==> config.mk <==
export PLATFORM = sky130hd
export DESIGN_NAME = tone_access_relay_controller_core_flat
export DESIGN_NICKNAME = d
export VERILOG_FILES = /design/src/rtl/tarc_pkg.sv /design/src/rtl/tarc_in_if.sv /design/src/rtl/tarc_out_if.sv /design/src/rtl/tarc_relay_bank.sv /design/src/rtl/tone_access_relay_controller_core.sv /design/src/flat_wrapper.sv
export VERILOG_INCLUDE_DIRS = /design/src /design/src/rtl
export SDC_FILE = /design/constraint.sdc
export NUM_CORES = 1
export LEC_CHECK = 0
export BUFFER_PORTS_ARGS = -buffer_cell sky130_fd_sc_hd__buf_2
export CAP_MARGIN = 20
export CORE_ASPECT_RATIO = 1.25
export CORE_MARGIN = 2
export CORE_UTILIZATION = 47
export DETAILED_ROUTE_END_ITERATION = 10
export PLACE_DENSITY = 0.61
export SKIP_CTS_REPAIR_TIMING = 1
export SLEW_MARGIN = 20
export SYNTH_ARGS = -nofsm -noshare
export SYNTH_HDL_FRONTEND = slang
export SYNTH_SLANG_ARGS = --single-unit
==> constraint.sdc <==
create_clock -name clk_i -period 5.2 [get_ports clk_i]
set_input_delay 0.52 -clock clk_i [delete_from_list [all_inputs] [get_ports clk_i]]
set_output_delay 0.52 -clock clk_i [all_outputs]
set_load 0.01 [all_outputs]
==> src/rtl/tone_access_relay_controller_core_assert.svh <==
// Assertion macros shared by the tone access relay controller RTL.
`ifndef TONE_ACCESS_RELAY_CONTROLLER_CORE_ASSERT_SVH
`define TONE_ACCESS_RELAY_CONTROLLER_CORE_ASSERT_SVH
`ifndef SYNTHESIS
// Same-cycle implication, disabled while reset is asserted.
`define TARC_ASSERT_IMP(label, clk, rst_n, ante, cons) \
  label: assert property (@(posedge clk) disable iff (!rst_n) (ante) |-> (cons)) \
    else $error("tarc: same-cycle check failed");
// Next-cycle implication, disabled while reset is asserted.
`define TARC_ASSERT_NXT(label, clk, rst_n, ante, cons) \
  label: assert property (@(posedge clk) disable iff (!rst_n) (ante) |=> (cons)) \
    else $error("tarc: next-cycle check failed");
`else
`define TARC_ASSERT_IMP(label, clk, rst_n, ante, cons)
`define TARC_ASSERT_NXT(label, clk, rst_n, ante, cons)
`endif
`endif

==> src/rtl/tarc_pkg.sv <==
// Package with types and constants of the tone access relay controller.
`timescale 1ns / 1ps
package tarc_pkg;

  localparam int CODE_DIGITS_DEF = 1;
  localparam int RELAY_COUNT_DEF = 6;

  localparam int TONE_W  = 4;
  localparam int RELAY_W = 6;
  localparam int HOLD_W  = 8;
  localparam int WIN_W   = 8;
  localparam int BLINK_W = 2;
  localparam int CFG_IDX_W  = 2;
  localparam int CFG_DATA_W = 8;
  localparam int RIDX_W  = 3;

  // Register indexes of the configuration port.
  localparam logic [CFG_IDX_W-1:0] REG_RELAY_HOLD  = 2'd0;
  localparam logic [CFG_IDX_W-1:0] REG_CMD_WINDOW  = 2'd1;
  localparam logic [CFG_IDX_W-1:0] REG_BLINK_PER   = 2'd2;

  localparam logic [HOLD_W-1:0]  RELAY_HOLD_RST = 8'd46;
  localparam logic [WIN_W-1:0]   CMD_WINDOW_RST = 8'd115;
  localparam logic [BLINK_W-1:0] BLINK_PER_RST  = 2'd3;
  localparam logic [BLINK_W-1:0] BLINK_CNT_RST  = 2'd3;

  // Decoder key codes.
  localparam logic [TONE_W-1:0] KEY_ONE  = 4'd1;
  localparam logic [TONE_W-1:0] KEY_ZERO = 4'd10;
  localparam logic [TONE_W-1:0] KEY_HASH = 4'd12;

  typedef enum logic [1:0] {
    PH_CODE = 2'd0,
    PH_CMD  = 2'd1,
    PH_PROG = 2'd2
  } phase_e;

  typedef enum logic [3:0] {
    EV_NONE     = 4'd0,
    EV_DIGIT    = 4'd1,
    EV_ACCEPTED = 4'd2,
    EV_REJECTED = 4'd3,
    EV_RELAY    = 4'd4,
    EV_ALL_OFF  = 4'd5,
    EV_PROG     = 4'd6,
    EV_STORED   = 4'd7,
    EV_PROG_END = 4'd8,
    EV_EXPIRED  = 4'd9,
    EV_IGNORED  = 4'd10
  } event_e;

  // Commands from the sequencer to the relay bank.
  typedef struct packed {
    logic              walk;
    logic              toggle;
    logic              clear;
    logic [RIDX_W-1:0] idx;
  } relay_cmd_t;

endpackage

==> src/rtl/tarc_in_if.sv <==
// Input channel carrying tone events and timer ticks.
`timescale 1ns / 1ps
interface tarc_in_if import tarc_pkg::*; ();
  logic              valid;
  logic              ready;
  logic              mode;
  logic [TONE_W-1:0] tone_code;

  modport source (output valid, mode, tone_code, input ready);
  modport sink (input valid, mode, tone_code, output ready);
endinterface

==> src/rtl/tarc_out_if.sv <==
// Output channel carrying one status result per transfer.
`timescale 1ns / 1ps
interface tarc_out_if import tarc_pkg::*; ();
  logic               valid;
  logic               ready;
  logic [RELAY_W-1:0] relays;
  logic               led;
  logic [1:0]         phase;
  logic [3:0]         event_res;

  modport source (output valid, relays, led, phase, event_res, input ready);
  modport sink (input valid, relays, led, phase, event_res, output ready);
endinterface

==> src/rtl/tarc_relay_bank.sv <==
// Relay drive bits and auto-release countdowns with one shared decrementer.
`timescale 1ns / 1ps
module tarc_relay_bank import tarc_pkg::*; #(
  parameter int RELAY_COUNT = RELAY_COUNT_DEF
) (
  input  logic                   clk_i,
  input  logic                   rst_ni,
  input  relay_cmd_t             cmd_i,
  input  logic [HOLD_W-1:0]      hold_i,
  output logic [RELAY_COUNT-1:0] relays_o,
  output logic                   busy_o
);

  localparam int RI_W = (RELAY_COUNT > 1) ? $clog2(RELAY_COUNT) : 1;
  localparam logic [RI_W-1:0] RI_LAST = RI_W'(RELAY_COUNT - 1);

  logic [HOLD_W-1:0]      cd_q [RELAY_COUNT];
  logic [RELAY_COUNT-1:0] bits_q, bits_d;
  logic [RI_W-1:0]        walk_idx_q;
  logic                   busy_q;

  logic [HOLD_W-1:0] cur_cd;
  logic              cd_we;
  logic [RI_W-1:0]   cd_widx;
  logic [HOLD_W-1:0] cd_wdata;
  logic [RI_W-1:0]   cmd_idx;

  assign cmd_idx = cmd_i.idx[RI_W-1:0];
  assign cur_cd  = cd_q[walk_idx_q];

  // During a walk the shared decrementer visits one countdown per cycle.
  always_comb begin
    bits_d   = bits_q;
    cd_we    = 1'b0;
    cd_widx  = walk_idx_q;
    cd_wdata = cur_cd - HOLD_W'(1);
    if (busy_q) begin
      if (cur_cd != '0) begin
        cd_we = 1'b1;
        if (cur_cd == HOLD_W'(1)) begin
          bits_d[walk_idx_q] = 1'b0;
        end
      end
    end else if (cmd_i.toggle) begin
      bits_d[cmd_idx] = ~bits_q[cmd_idx];
      cd_we    = 1'b1;
      cd_widx  = cmd_idx;
      cd_wdata = hold_i;
    end else if (cmd_i.clear) begin
      bits_d = '0;
    end
  end

  always_ff @(posedge clk_i or negedge rst_ni) begin
    if (!rst_ni) begin
      for (int i = 0; i < RELAY_COUNT; i++) begin
        cd_q[i] <= '0;
      end
      bits_q     <= '0;
      walk_idx_q <= '0;
      busy_q     <= 1'b0;
    end else begin
      bits_q <= bits_d;
      if (cd_we) begin
        cd_q[cd_widx] <= cd_wdata;
      end
      if (busy_q) begin
        if (walk_idx_q == RI_LAST) begin
          busy_q <= 1'b0;
        end else begin
          walk_idx_q <= walk_idx_q + RI_W'(1);
        end
      end else if (cmd_i.walk) begin
        busy_q     <= 1'b1;
        walk_idx_q <= '0;
      end
    end
  end

  assign relays_o = bits_q;
  assign busy_o   = busy_q;

endmodule

==> src/rtl/tone_access_relay_controller_core.sv <==
// Top level of the tone access relay controller.
`timescale 1ns / 1ps
// The controller takes one item at a time on in_i: either a keypad tone
// (mode 0, decoder nibble in tone_code) or one timer tick (mode 1), and
// returns exactly one status transfer on out_o with the relay bits, the LED,
// the session phase and an event code. A caller enters the access code, then
// one command key in the command window: keys 1 to RELAY_COUNT toggle a relay
// and arm its auto-release countdown, key 0 releases all relays, and hash
// enters programming, where the next CODE_DIGITS keys become the new code
// while the LED blinks. A plain tone is decided in its transfer cycle and
// then posted. The last code digit is checked by the digit comparator,
// which checks one stored digit per cycle. A tick waits for the relay bank,
// which walks its countdowns through a single shared decrementer, one relay
// per cycle, and the sequencer sees the walk finish in the cycle after the
// last relay. The input is not ready while an item is being worked on; a
// finished result sits in the output register, so the next item is taken
// even if out_o is stalled. Configuration writes on cfg_we_i take effect at
// the next clock edge and must be issued while idle.
`include "tone_access_relay_controller_core_assert.svh"
module tone_access_relay_controller_core import tarc_pkg::*; #(
  parameter int CODE_DIGITS = CODE_DIGITS_DEF,
  parameter int RELAY_COUNT = RELAY_COUNT_DEF
) (
  input  logic                  clk_i,
  input  logic                  rst_ni,
  tarc_in_if.sink               in_i,
  tarc_out_if.source            out_o,
  input  logic                  cfg_we_i,
  input  logic [CFG_IDX_W-1:0]  cfg_idx_i,
  input  logic [CFG_DATA_W-1:0] cfg_data_i
);

  localparam int DP_W = (CODE_DIGITS > 1) ? $clog2(CODE_DIGITS) : 1;
  localparam logic [DP_W-1:0] DP_LAST = DP_W'(CODE_DIGITS - 1);
  localparam logic [DP_W:0]   DP_LIMIT = (DP_W + 1)'(CODE_DIGITS);

  typedef enum logic [1:0] {
    S_IDLE,
    S_CMP,
    S_WALK,
    S_DONE
  } state_e;

  // Configuration registers.
  logic [HOLD_W-1:0]  hold_q;
  logic [WIN_W-1:0]   win_q;
  logic [BLINK_W-1:0] blink_per_q;

  // Session state.
  state_e              state_q, state_d;
  phase_e              phase_q, phase_d;
  logic [DP_W-1:0]     dp_q, dp_d;
  logic                led_q, led_d;
  logic [WIN_W-1:0]    wc_q, wc_d;
  logic [BLINK_W-1:0]  blink_cnt_q, blink_cnt_d;
  logic                blink_ph_q, blink_ph_d;
  event_e              ev_q, ev_d;
  logic [DP_W-1:0]     cmp_idx_q, cmp_idx_d;
  logic                mismatch_q, mismatch_d;
  logic [TONE_W-1:0]   stored_q [CODE_DIGITS];
  logic [TONE_W-1:0]   entered_q [CODE_DIGITS];
  logic                out_valid_q, out_valid_d;

  // Output payload register.
  logic [RELAY_W-1:0]  out_relays_q;
  logic                out_led_q;
  logic [1:0]          out_phase_q;
  logic [3:0]          out_ev_q;

  logic                accept;
  logic                out_load;
  logic [TONE_W-1:0]   key;
  logic                key_valid;
  logic [DP_W-1:0]     dp_eff;
  logic                last_digit;
  logic                entered_we;
  logic                stored_we;
  logic [WIN_W-1:0]    wc_dec;
  logic [TONE_W-1:0]   stored_norm;
  logic                digit_ne;
  relay_cmd_t          bank_cmd;
  logic [RELAY_COUNT-1:0] bank_relays;
  logic                bank_busy;

  assign in_i.ready = (state_q == S_IDLE);
  assign accept     = in_i.valid && in_i.ready;
  assign key        = in_i.tone_code;
  assign key_valid  = (key >= KEY_ONE) && (key <= KEY_HASH);

  // A position past the code length restarts at the first digit.
  assign dp_eff     = ({1'b0, dp_q} >= DP_LIMIT) ? '0 : dp_q;
  assign last_digit = (dp_eff == DP_LAST);
  assign wc_dec     = (wc_q != '0) ? (wc_q - WIN_W'(1)) : wc_q;

  // The shared digit comparator: a stored star or hash counts as key zero.
  assign stored_norm = (stored_q[cmp_idx_q] > KEY_ZERO) ? KEY_ZERO : stored_q[cmp_idx_q];
  assign digit_ne    = (entered_q[cmp_idx_q] != stored_norm);

  assign out_load = (state_q == S_DONE) && (!out_valid_q || out_o.ready);

  tarc_relay_bank #(
    .RELAY_COUNT(RELAY_COUNT)
  ) u_relay_bank (
    .clk_i   (clk_i),
    .rst_ni  (rst_ni),
    .cmd_i   (bank_cmd),
    .hold_i  (hold_q),
    .relays_o(bank_relays),
    .busy_o  (bank_busy)
  );

  // Sequencer: the transfer cycle decides everything that needs no walk;
  // code checks and ticks then run their walk before the result is posted.
  always_comb begin
    state_d     = state_q;
    phase_d     = phase_q;
    dp_d        = dp_q;
    led_d       = led_q;
    wc_d        = wc_q;
    blink_cnt_d = blink_cnt_q;
    blink_ph_d  = blink_ph_q;
    ev_d        = ev_q;
    cmp_idx_d   = cmp_idx_q;
    mismatch_d  = mismatch_q;
    entered_we  = 1'b0;
    stored_we   = 1'b0;
    bank_cmd    = '0;
    out_valid_d = out_valid_q;

    if (out_o.ready) begin
      out_valid_d = 1'b0;
    end

    case (state_q)
      S_IDLE: begin
        if (accept) begin
          if (in_i.mode) begin
            ev_d = EV_NONE;
            if (phase_q == PH_PROG) begin
              if (blink_cnt_q <= BLINK_W'(1)) begin
                led_d       = blink_ph_q;
                blink_ph_d  = ~blink_ph_q;
                blink_cnt_d = blink_per_q;
              end else begin
                blink_cnt_d = blink_cnt_q - BLINK_W'(1);
              end
            end
            if ((phase_q == PH_CMD) || (phase_q == PH_PROG)) begin
              wc_d = wc_dec;
              if (wc_dec == '0) begin
                phase_d = PH_CODE;
                led_d   = 1'b0;
                dp_d    = '0;
                ev_d    = EV_EXPIRED;
              end
            end
            bank_cmd.walk = 1'b1;
            state_d       = S_WALK;
          end else begin
            state_d = S_DONE;
            if (!key_valid) begin
              ev_d = EV_IGNORED;
            end else begin
              case (phase_q)
                PH_CODE: begin
                  entered_we = 1'b1;
                  if (!last_digit) begin
                    dp_d = dp_eff + DP_W'(1);
                    ev_d = EV_DIGIT;
                  end else begin
                    dp_d       = '0;
                    cmp_idx_d  = '0;
                    mismatch_d = 1'b0;
                    state_d    = S_CMP;
                  end
                end
                PH_CMD: begin
                  if (wc_q == '0) begin
                    phase_d = PH_CODE;
                    led_d   = 1'b0;
                    dp_d    = '0;
                    ev_d    = EV_EXPIRED;
                  end else if (key == KEY_HASH) begin
                    phase_d = PH_PROG;
                    dp_d    = '0;
                    ev_d    = EV_PROG;
                  end else begin
                    phase_d = PH_CODE;
                    led_d   = 1'b0;
                    dp_d    = '0;
                    if (key == KEY_ZERO) begin
                      bank_cmd.clear = 1'b1;
                      ev_d           = EV_ALL_OFF;
                    end else if (key <= TONE_W'(RELAY_COUNT)) begin
                      bank_cmd.toggle = 1'b1;
                      bank_cmd.idx    = RIDX_W'(key - KEY_ONE);
                      ev_d            = EV_RELAY;
                    end else begin
                      ev_d = EV_IGNORED;
                    end
                  end
                end
                PH_PROG: begin
                  if (wc_q == '0) begin
                    phase_d = PH_CODE;
                    led_d   = 1'b0;
                    dp_d    = '0;
                    ev_d    = EV_EXPIRED;
                  end else begin
                    stored_we = 1'b1;
                    if (!last_digit) begin
                      dp_d = dp_eff + DP_W'(1);
                      ev_d = EV_STORED;
                    end else begin
                      phase_d = PH_CODE;
                      led_d   = 1'b0;
                      dp_d    = '0;
                      ev_d    = EV_PROG_END;
                    end
                  end
                end
                default: begin
                  phase_d = PH_CODE;
                  led_d   = 1'b0;
                  dp_d    = '0;
                  ev_d    = EV_IGNORED;
                end
              endcase
            end
          end
        end
      end
      S_CMP: begin
        mismatch_d = mismatch_q | digit_ne;
        if (cmp_idx_q == DP_LAST) begin
          state_d = S_DONE;
          if (!(mismatch_q || digit_ne)) begin
            phase_d = PH_CMD;
            led_d   = 1'b1;
            wc_d    = win_q;
            ev_d    = EV_ACCEPTED;
          end else begin
            ev_d = EV_REJECTED;
          end
        end else begin
          cmp_idx_d = cmp_idx_q + DP_W'(1);
        end
      end
      S_WALK: begin
        if (!bank_busy) begin
          state_d = S_DONE;
        end
      end
      S_DONE: begin
        if (out_load) begin
          out_valid_d = 1'b1;
          state_d     = S_IDLE;
        end
      end
      default: begin
        state_d = S_IDLE;
      end
    endcase
  end

  always_ff @(posedge clk_i or negedge rst_ni) begin
    if (!rst_ni) begin
      hold_q      <= RELAY_HOLD_RST;
      win_q       <= CMD_WINDOW_RST;
      blink_per_q <= BLINK_PER_RST;
      state_q     <= S_IDLE;
      phase_q     <= PH_CODE;
      dp_q        <= '0;
      led_q       <= 1'b0;
      wc_q        <= '0;
      blink_cnt_q <= BLINK_CNT_RST;
      blink_ph_q  <= 1'b0;
      ev_q        <= EV_NONE;
      cmp_idx_q   <= '0;
      mismatch_q  <= 1'b0;
      out_valid_q <= 1'b0;
      for (int i = 0; i < CODE_DIGITS; i++) begin
        stored_q[i] <= KEY_ZERO;
      end
    end else begin
      if (cfg_we_i) begin
        case (cfg_idx_i)
          REG_RELAY_HOLD: hold_q      <= cfg_data_i[HOLD_W-1:0];
          REG_CMD_WINDOW: win_q       <= cfg_data_i[WIN_W-1:0];
          REG_BLINK_PER:  blink_per_q <= cfg_data_i[BLINK_W-1:0];
          default: begin
          end
        endcase
      end
      state_q     <= state_d;
      phase_q     <= phase_d;
      dp_q        <= dp_d;
      led_q       <= led_d;
      wc_q        <= wc_d;
      blink_cnt_q <= blink_cnt_d;
      blink_ph_q  <= blink_ph_d;
      ev_q        <= ev_d;
      cmp_idx_q   <= cmp_idx_d;
      mismatch_q  <= mismatch_d;
      out_valid_q <= out_valid_d;
      if (stored_we) begin
        stored_q[dp_eff] <= key;
      end
    end
  end

  // Entered digits and the output payload carry no reset.
  always_ff @(posedge clk_i) begin
    if (entered_we) begin
      entered_q[dp_eff] <= key;
    end
    if (out_load) begin
      out_relays_q <= RELAY_W'(bank_relays);
      out_led_q    <= led_q;
      out_phase_q  <= phase_q;
      out_ev_q     <= ev_q;
    end
  end

  assign out_o.valid     = out_valid_q;
  assign out_o.relays    = out_relays_q;
  assign out_o.led       = out_led_q;
  assign out_o.phase     = out_phase_q;
  assign out_o.event_res = out_ev_q;

  // A transfer always starts work, so the input drops ready in the next cycle.
  `TARC_ASSERT_NXT(a_accept_starts_work, clk_i, rst_ni, accept, state_q != S_IDLE)
  // The relay bank walks only while the sequencer waits for it.
  `TARC_ASSERT_IMP(a_walk_owned, clk_i, rst_ni, bank_busy, state_q == S_WALK)
  // An open command window always shows the LED lit.
  `TARC_ASSERT_IMP(a_cmd_led_on, clk_i, rst_ni, (state_q == S_IDLE) && (phase_q == PH_CMD), led_q)

endmodule
==> src/flat_wrapper.sv <==
// flat-port wrapper written by rule: the top's interface ports become plain ports
module tone_access_relay_controller_core_flat import tarc_pkg::*;
#(
  parameter int CODE_DIGITS = CODE_DIGITS_DEF,
  parameter int RELAY_COUNT = RELAY_COUNT_DEF
)
  (clk_i, rst_ni, cfg_we_i, cfg_idx_i, cfg_data_i, in_i_valid, in_i_mode, in_i_tone_code, in_i_ready, out_o_valid, out_o_relays, out_o_led, out_o_phase, out_o_event_res, out_o_ready);
  tarc_in_if in_i_i ();
  tarc_out_if out_o_i ();
  input  logic clk_i;
  input  logic rst_ni;
  input  logic cfg_we_i;
  input  logic [CFG_IDX_W-1:0] cfg_idx_i;
  input  logic [CFG_DATA_W-1:0] cfg_data_i;
  input wire logic [$bits(in_i_i.valid)-1:0] in_i_valid;
  input wire logic [$bits(in_i_i.mode)-1:0] in_i_mode;
  input wire logic [$bits(in_i_i.tone_code)-1:0] in_i_tone_code;
  output wire logic [$bits(in_i_i.ready)-1:0] in_i_ready;
  output wire logic [$bits(out_o_i.valid)-1:0] out_o_valid;
  output wire logic [$bits(out_o_i.relays)-1:0] out_o_relays;
  output wire logic [$bits(out_o_i.led)-1:0] out_o_led;
  output wire logic [$bits(out_o_i.phase)-1:0] out_o_phase;
  output wire logic [$bits(out_o_i.event_res)-1:0] out_o_event_res;
  input wire logic [$bits(out_o_i.ready)-1:0] out_o_ready;
  assign in_i_i.valid = in_i_valid;
  assign in_i_i.mode = in_i_mode;
  assign in_i_i.tone_code = in_i_tone_code;
  assign in_i_ready = in_i_i.ready;
  assign out_o_valid = out_o_i.valid;
  assign out_o_relays = out_o_i.relays;
  assign out_o_led = out_o_i.led;
  assign out_o_phase = out_o_i.phase;
  assign out_o_event_res = out_o_i.event_res;
  assign out_o_i.ready = out_o_ready;
  tone_access_relay_controller_core #(.CODE_DIGITS(CODE_DIGITS), .RELAY_COUNT(RELAY_COUNT)) u_core (.clk_i(clk_i), .rst_ni(rst_ni), .in_i(in_i_i), .out_o(out_o_i), .cfg_we_i(cfg_we_i), .cfg_idx_i(cfg_idx_i), .cfg_data_i(cfg_data_i));
endmodule
==> results.py, run 1 <==
metrics = {
    "status": {
        "outcome": "completed",
    },
    "layout": {
        "insertedDiodeCount": 0,
        "area_growth_pct": 12.8,
        "drive_gt1_frac": 0.283,
        "layout.nets": 666,
        "fin_area_mm2": 0.00733,
    },
    "route": {
        "vias_per_cell": 5.77,
        "antenna_left": 0,
        "drc_errors": 0,
        "drtPass1Iterations": 5,
        "routed_wl_um": 14200,
        "wl_per_cell_um": 17.4,
        "vias": 4717,
        "drtIter0Drc": 414,
    },
    "sta": {
        "hold_slack_ns": 0.188,
        "tightest_slew_ns": 0.834,
        "hold_viol_final": 0,
        "worst_slack_ns": 1.71,
        "clock-skew-final_ns": 0.0119,
        "fin_crit_sh": 0.671,
        "finalCriticalPeriod_ns": 3.49,
        "slew_viol_final": 0,
        "setup_viol_count_final": 0,
        "fmax_mhz": 287,
        "rsz0062_at_grt": "false",
        "tns_ns": 0,
        "slew_headroom": 0.438,
    },
    "die": {
        "die_x_um": 109,
        "rows": 48,
        "die_h_um": 136,
        "fp.dieArea_mm2": 0.0148,
        "start_util": 0.475,
        "coreArea_mm2": 0.0137,
        "pin_count": 35,
    },
    "setup_path": {
        "crit_chain": "inv_1 > ha_1 > nand2b_1 > nor3b_2 > nand3_2 > o21ai_0 > nand4_2 > mux2_2",
        "crit_path_end_kind": "register",
        "required_ns": 5.50,
        "worstSetupPathType": "register to register",
        "cp_data_arrival_time_ns": 3.79,
        "cpPeakStageDelay_ns": 0.61,
        "path_max_fanout": 24,
        "crit_path_top_delay_cell": "o21ai_0",
        "path_buf_inv": 1,
        "critical_path.top_delay_family": "simple AND/OR/NAND/NOR gates",
        "cp-start-kind": "register",
    },
    "cts": {
        "h-tree-depth": 4,
        "clk-insertion-delay-late_ns": 0.42,
        "cts_tree": "done",
        "cts_buffer_depth": 2,
        "clk_pin_slew_ns": 0.06,
        "clock-sinks": 119,
        "root_buffer": "clkbuf_16",
        "cts_buffers": 17,
    },
    "grt": {
        "grt_overflow": 0,
        "first_global_vias": 4642,
        "grt_max_degree": 64,
        "grt_antenna_before_repair": 0,
        "grt_pass1_wl_um": 23700,
        "grt_usage": 0.210,
    },
    "power_and_ir_drop": {
        "peakVddDrop_mv": 0.367,
        "p_leak_nw": 3.14,
        "finalPower_mw": 4.58,
        "p_per_area_mw_per_mm2": 624,
    },
    "yosys": {
        "synth_seq_cells": 119,
        "syn_avg_cell_area_um2": 10.8,
        "synth_common_cells": "dfrtp_1 (87), mux2_2 (69), o21ai_0 (50)",
        "syn_inst": 601,
        "synth_area_mm2": 0.00650,
        "synth.most_common_cell": "dfrtp_1",
        "syn_nets": 638,
        "synthArstFlopShare": 0.857,
        "netlist_top_cells_area": "dfrtp_1 (33%), mux2_2 (12%), edfxtp_1 (7.9%)",
        "yosysUniqueCellTypes": 70,
        "yosysSeqAreaShare": 0.474,
        "synth_top_area_frac": 0.335,
        "synth_top_flop_cell": "dfrtp_1",
        "yosys_warnings": 0,
        "synth_edf_count": 17,
        "yosys.area.top_type": "dfrtp_1",
    },
    "flow_run": {
        "max-cap-violations": 0,
    },
    "min_path": {
        "hold_class": "input port to async pin",
    },
    "place": {
        "gp_congestion": 0.865,
        "numPortBuffers": 34,
        "dp_hpwl_um": 10200,
        "dpl_worst_slack_ns": 1.51,
        "postPlaceCellArea_mm2": 0.00675,
    },
}
[layer usage]
layer	GRT usage	up-vias	share of wire
met3	0.0539	21	0.041
met4	0.0816	0	0.021
met5	0	-	0
li1	-	2262	-
met2	0.343	117	0.50
met1	0.265	2317	0.43
[sequential cells by signal, indices dropped and copies added (netlist names), 6 cells and up]
name                          flops
u_core.hold_q                     8
u_core.out_o.relays               6
u_core.u_relay_bank.cd_q         48
u_core.u_relay_bank.relays_o      6
u_core.wc_q                       8
u_core.win_q                      8
[cells by family (layout without fill, tap and decap cells)]
kind of cell,Yosys count,in the layout,synth area share
simple gates,180,180,0.148
compound gates,130,130,0.126
flops,119,119,0.474
mux,99,99,0.172
buf+inv,49,90,0.0377
fa+ha+maj,17,17,0.0327
xor+xnor,7,7,0.00943
[through the flow]
| stage | util | std cells |
|---|---|---|
| 3_5_place_dp | 0.493 | 785 |
| 6_report | 0.536 | 817 |
| 3_3_place_gp | 0.493 | 785 |
| 4_1_cts | 0.535 | 817 |
| 5_1_grt | 0.536 | 817 |
| 2_1_floorplan | - | 601 |
[placed cells by master (no fill, tap or decap), types with 10 or more instances in the layout]
| cell | count |
|---|---|
| nand2_1 | 45 |
| dfstp_2 | 15 |
| clkbuf_16 | 18 |
| ha_1 | 17 |
| edfxtp_1 | 17 |
| dfrtp_1 | 87 |
| mux2i_1 | 22 |
| a21oi_1 | 23 |
| o21ai_0 | 50 |
| buf_2 | 33 |
| mux2_2 | 69 |
| inv_1 | 20 |
| nor3_1 | 10 |
| nor2_1 | 48 |
| nand3_1 | 18 |
[where the power goes]
part           internal (mW)  leakage [nW]  switching [mW]
Sequential              1.29          1.41           0.232
Combinational          0.786          1.45            1.16
Clock                  0.693         0.277           0.414
[final timing paths]
path                                               start                                       end  slack [ns]  cells after the start
max in group asynchronous                         rst_ni              u_core.hold_q[3]$_DFFE_PN1P_        3.98                      2
min in group clk_i                         cfg_data_i[3]               u_core.win_q[3]$_DFFE_PN0P_        0.35                      2
hold reg to reg               u_core.ev_q[0]$_DFFE_PN0P_       u_core.out_o.event_res[0]$_DFFE_PP_        0.45                      0
setup / recovery           u_core.state_q[0]$_DFFE_PN0P_  u_core.u_relay_bank.cd_q[19]$_DFFE_PN0P_        1.71                      8
hold / removal                                    rst_ni                u_core.wc_q[2]$_DFFE_PN0P_        0.19                      1
setup reg to reg           u_core.state_q[0]$_DFFE_PN0P_  u_core.u_relay_bank.cd_q[19]$_DFFE_PN0P_        1.71                      8
[final cells by class]
class                           count  area (µm²)
Multi-Input combinational cell    433        3190
Inverter                           20        75.1
Sequential cell                   119        3080
Fill cell                        1236        6360
Timing Repair Buffer               38         203
Clock inverter                     12         101
Tap cell                          175         219
Clock buffer                       20         468
Note: power is estimated with default switching activity, not from simulation.
==> run 2, diff against run 1 <==
Settings changed: PLACE_DENSITY 0.61 to 0.63.
Clock period 5.2 ns to 3 ns, I/O delays scaled along.
==> results.py, run 2 (synthesis results as in run 1) <==
metrics = {
    "status": {
        "outcome": "completed",
    },
    "layout": {
        "insertedDiodeCount": 0,
        "fin_area_mm2": 0.00763,
        "drive_gt1_frac": 0.314,
        "layout_commonest_cell": "dfrtp_1",
        "area_growth_pct": 17.4,
        "layout.nets": 696,
        "regMostFlops": "u_core.u_relay_bank.cd_q",
        "mostFrequentLayoutCells": "dfrtp_1 (86), mux2_2 (69), o21ai_0 (50)",
        "largest_register_ffs": 48,
    },
    "min_path": {
        "min_from": "cfg_data_i[4]",
        "min_path_cells": 2,
        "worstHoldEndpoint": "u_core.win_q[4]$_DFFE_PN1P_",
        "hold_class": "input port to register",
    },
    "cts": {
        "cts_buffer_depth": 2,
        "cts_buffers": 17,
        "h-tree-depth": 4,
        "clock-sinks": 119,
        "clk-insertion-delay-late_ns": 0.42,
        "root_buffer": "clkbuf_16",
        "cts_tree": "done",
        "clk_pin_slew_ns": 0.05,
    },
    "sta": {
        "tns_ns": 0,
        "rsz0062_at_grt": "false",
        "setup_viol_count_final": 0,
        "fin_crit_sh": 0.946,
        "slew_headroom": 0.525,
        "slew_viol_final": 0,
        "finalCriticalPeriod_ns": 2.84,
        "clock-skew-final_ns": 0.0142,
        "hold_viol_final": 0,
        "fmax_mhz": 352,
        "tightest_slew_ns": 0.712,
    },
    "die": {
        "die_x_um": 109,
        "rows": 48,
        "coreArea_mm2": 0.0137,
        "start_util": 0.475,
        "die_h_um": 136,
        "fp.dieArea_mm2": 0.0148,
        "pin_count": 35,
    },
    "route": {
        "antenna_left": 0,
        "routed_wl_um": 15000,
        "wl_per_cell_um": 17.8,
        "drtIter0Drc": 356,
        "vias_per_cell": 5.81,
        "vias": 4919,
        "drtPass1Iterations": 5,
        "drc_errors": 0,
    },
    "grt": {
        "grt_pass1_wl_um": 25000,
        "first_global_vias": 5035,
        "grt_max_degree": 54,
        "grt_antenna_before_repair": 0,
        "grt_overflow": 0,
        "grt_usage": 0.221,
    },
    "power_and_ir_drop": {
        "p_int_mw": 5.31,
        "p_per_area_mw_per_mm2": 1120,
        "combPwrFrac": 0.444,
        "switching_share": 0.378,
        "p_leak_nw": 3.31,
        "clockPowerShare": 0.249,
        "seq_power_share": 0.307,
        "p_sw_mw": 3.23,
        "peakVddDrop_mv": 0.525,
    },
    "setup_path": {
        "r2r-end": "u_core.u_relay_bank.cd_q[20]$_DFFE_PN0P_",
        "reg2reg_slack_ns": 0.16,
        "path_max_fanout": 10,
        "cp_data_arrival_time_ns": 3.13,
        "crit_path_end_kind": "register",
        "worstSetupPathType": "register to register",
        "required_ns": 3.29,
        "reg2reg_depth": 8,
        "reg2reg_from": "u_core.wc_q[1]$_DFFE_PN0P_",
        "cp-start-kind": "register",
    },
    "place": {
        "dp_hpwl_um": 10800,
        "gp_congestion": 0.919,
        "numPortBuffers": 34,
        "postPlaceCellArea_mm2": 0.00698,
    },
    "flow_run": {
        "max-cap-violations": 0,
    },
}
==> run 2: cell types whose count changed in the layout (fill, tap and decap cells not counted), sizes merged <==
cell,previous run,this run
clkbuf,20,25
dlygate4sd3,0,1
clkinvlp,3,2
clkinv,7,2
bufinv,1,3
inv,21,20
buf,38,67
==> run 2: metal layers <==
metal / GRT usage / vias up / share of wire
met2: 0.375 / 122 / 0.51
met5: 0 / - / 0
li1: - / 2329 / -
met3: 0.0524 / 40 / 0.037
met4: 0.106 / 0 / 0.032
met1: 0.262 / 2428 / 0.42
==> run 2: worst max-delay path, cell delays in order, from the launching register on <==
cell	delay, ns
dfrtp_1	0.43
inv_1	0.06
ha_1	0.25
nor3b_2	0.19
nand3_1	0.26
nand3_2	0.24
o21ai_0	0.48
nand4_2	0.40
mux2_2	0.40
==> run 2: power groups by stage <==
stage          clock (mW)  combinational (mW)  sequential [mW]
2_1_floorplan           0                2.68             2.51
6_report             2.12                3.79             2.62
5_1_grt              2.24                4.18             2.70
3_3_place_gp            0                3.65             2.62
3_5_place_dp            0                3.71             2.64
4_1_cts              2.16                3.74             2.62
==> run 2: worst max-delay path by stage <==
stage / slack, ns / endpoint / cells after the start / start
6_report: 0.16 / u_core.u_relay_bank.cd_q[20]$_DFFE_PN0P_ / 8 / u_core.wc_q[1]$_DFFE_PN0P_
2_1_floorplan: 0.21 / u_core.u_relay_bank.cd_q[0]$_DFFE_PN0P_ / 11 / in_i_tone_code[0]
4_1_cts: 0.14 / u_core.u_relay_bank.cd_q[22]$_DFFE_PN0P_ / 7 / u_core.u_relay_bank.walk_idx_q[1]$_DFFE_PN0P_
5_1_grt: 0.006 / u_core.u_relay_bank.cd_q[34]$_DFFE_PN0P_ / 8 / u_core.wc_q[1]$_DFFE_PN0P_
3_5_place_dp: 0.15 / u_core.u_relay_bank.cd_q[22]$_DFFE_PN0P_ / 8 / u_core.u_relay_bank.walk_idx_q[0]$_DFFE_PN0P_
3_3_place_gp: 0.20 / u_core.u_relay_bank.cd_q[22]$_DFFE_PN0P_ / 7 / u_core.u_relay_bank.walk_idx_q[1]$_DFFE_PN0P_
==> run 2: cell type report <==
type                    instances  area (µm²)
clock inverters                 7         115
fillers                      1191        6060
inverters                      20        75.1
flip-flops and latches        119        3080
repair buffers                 68         443
well taps                     175         219
multi-input cells             433        3190
clock buffers                  25         507
==> run 2: stage by stage <==
step	total power, mW	cells	setup WS [ns]	utilization	hold WS [ns]
6_report	8.54	847	0.162	0.557	0.132
5_1_grt	9.12	847	0.00597	0.557	0.116
4_1_cts	8.53	846	0.138	0.555	-0.0446
3_5_place_dp	6.35	814	0.150	0.510	0.403
3_3_place_gp	6.26	814	0.196	0.510	0.393
2_1_floorplan	5.19	601	0.214	-	0.00441
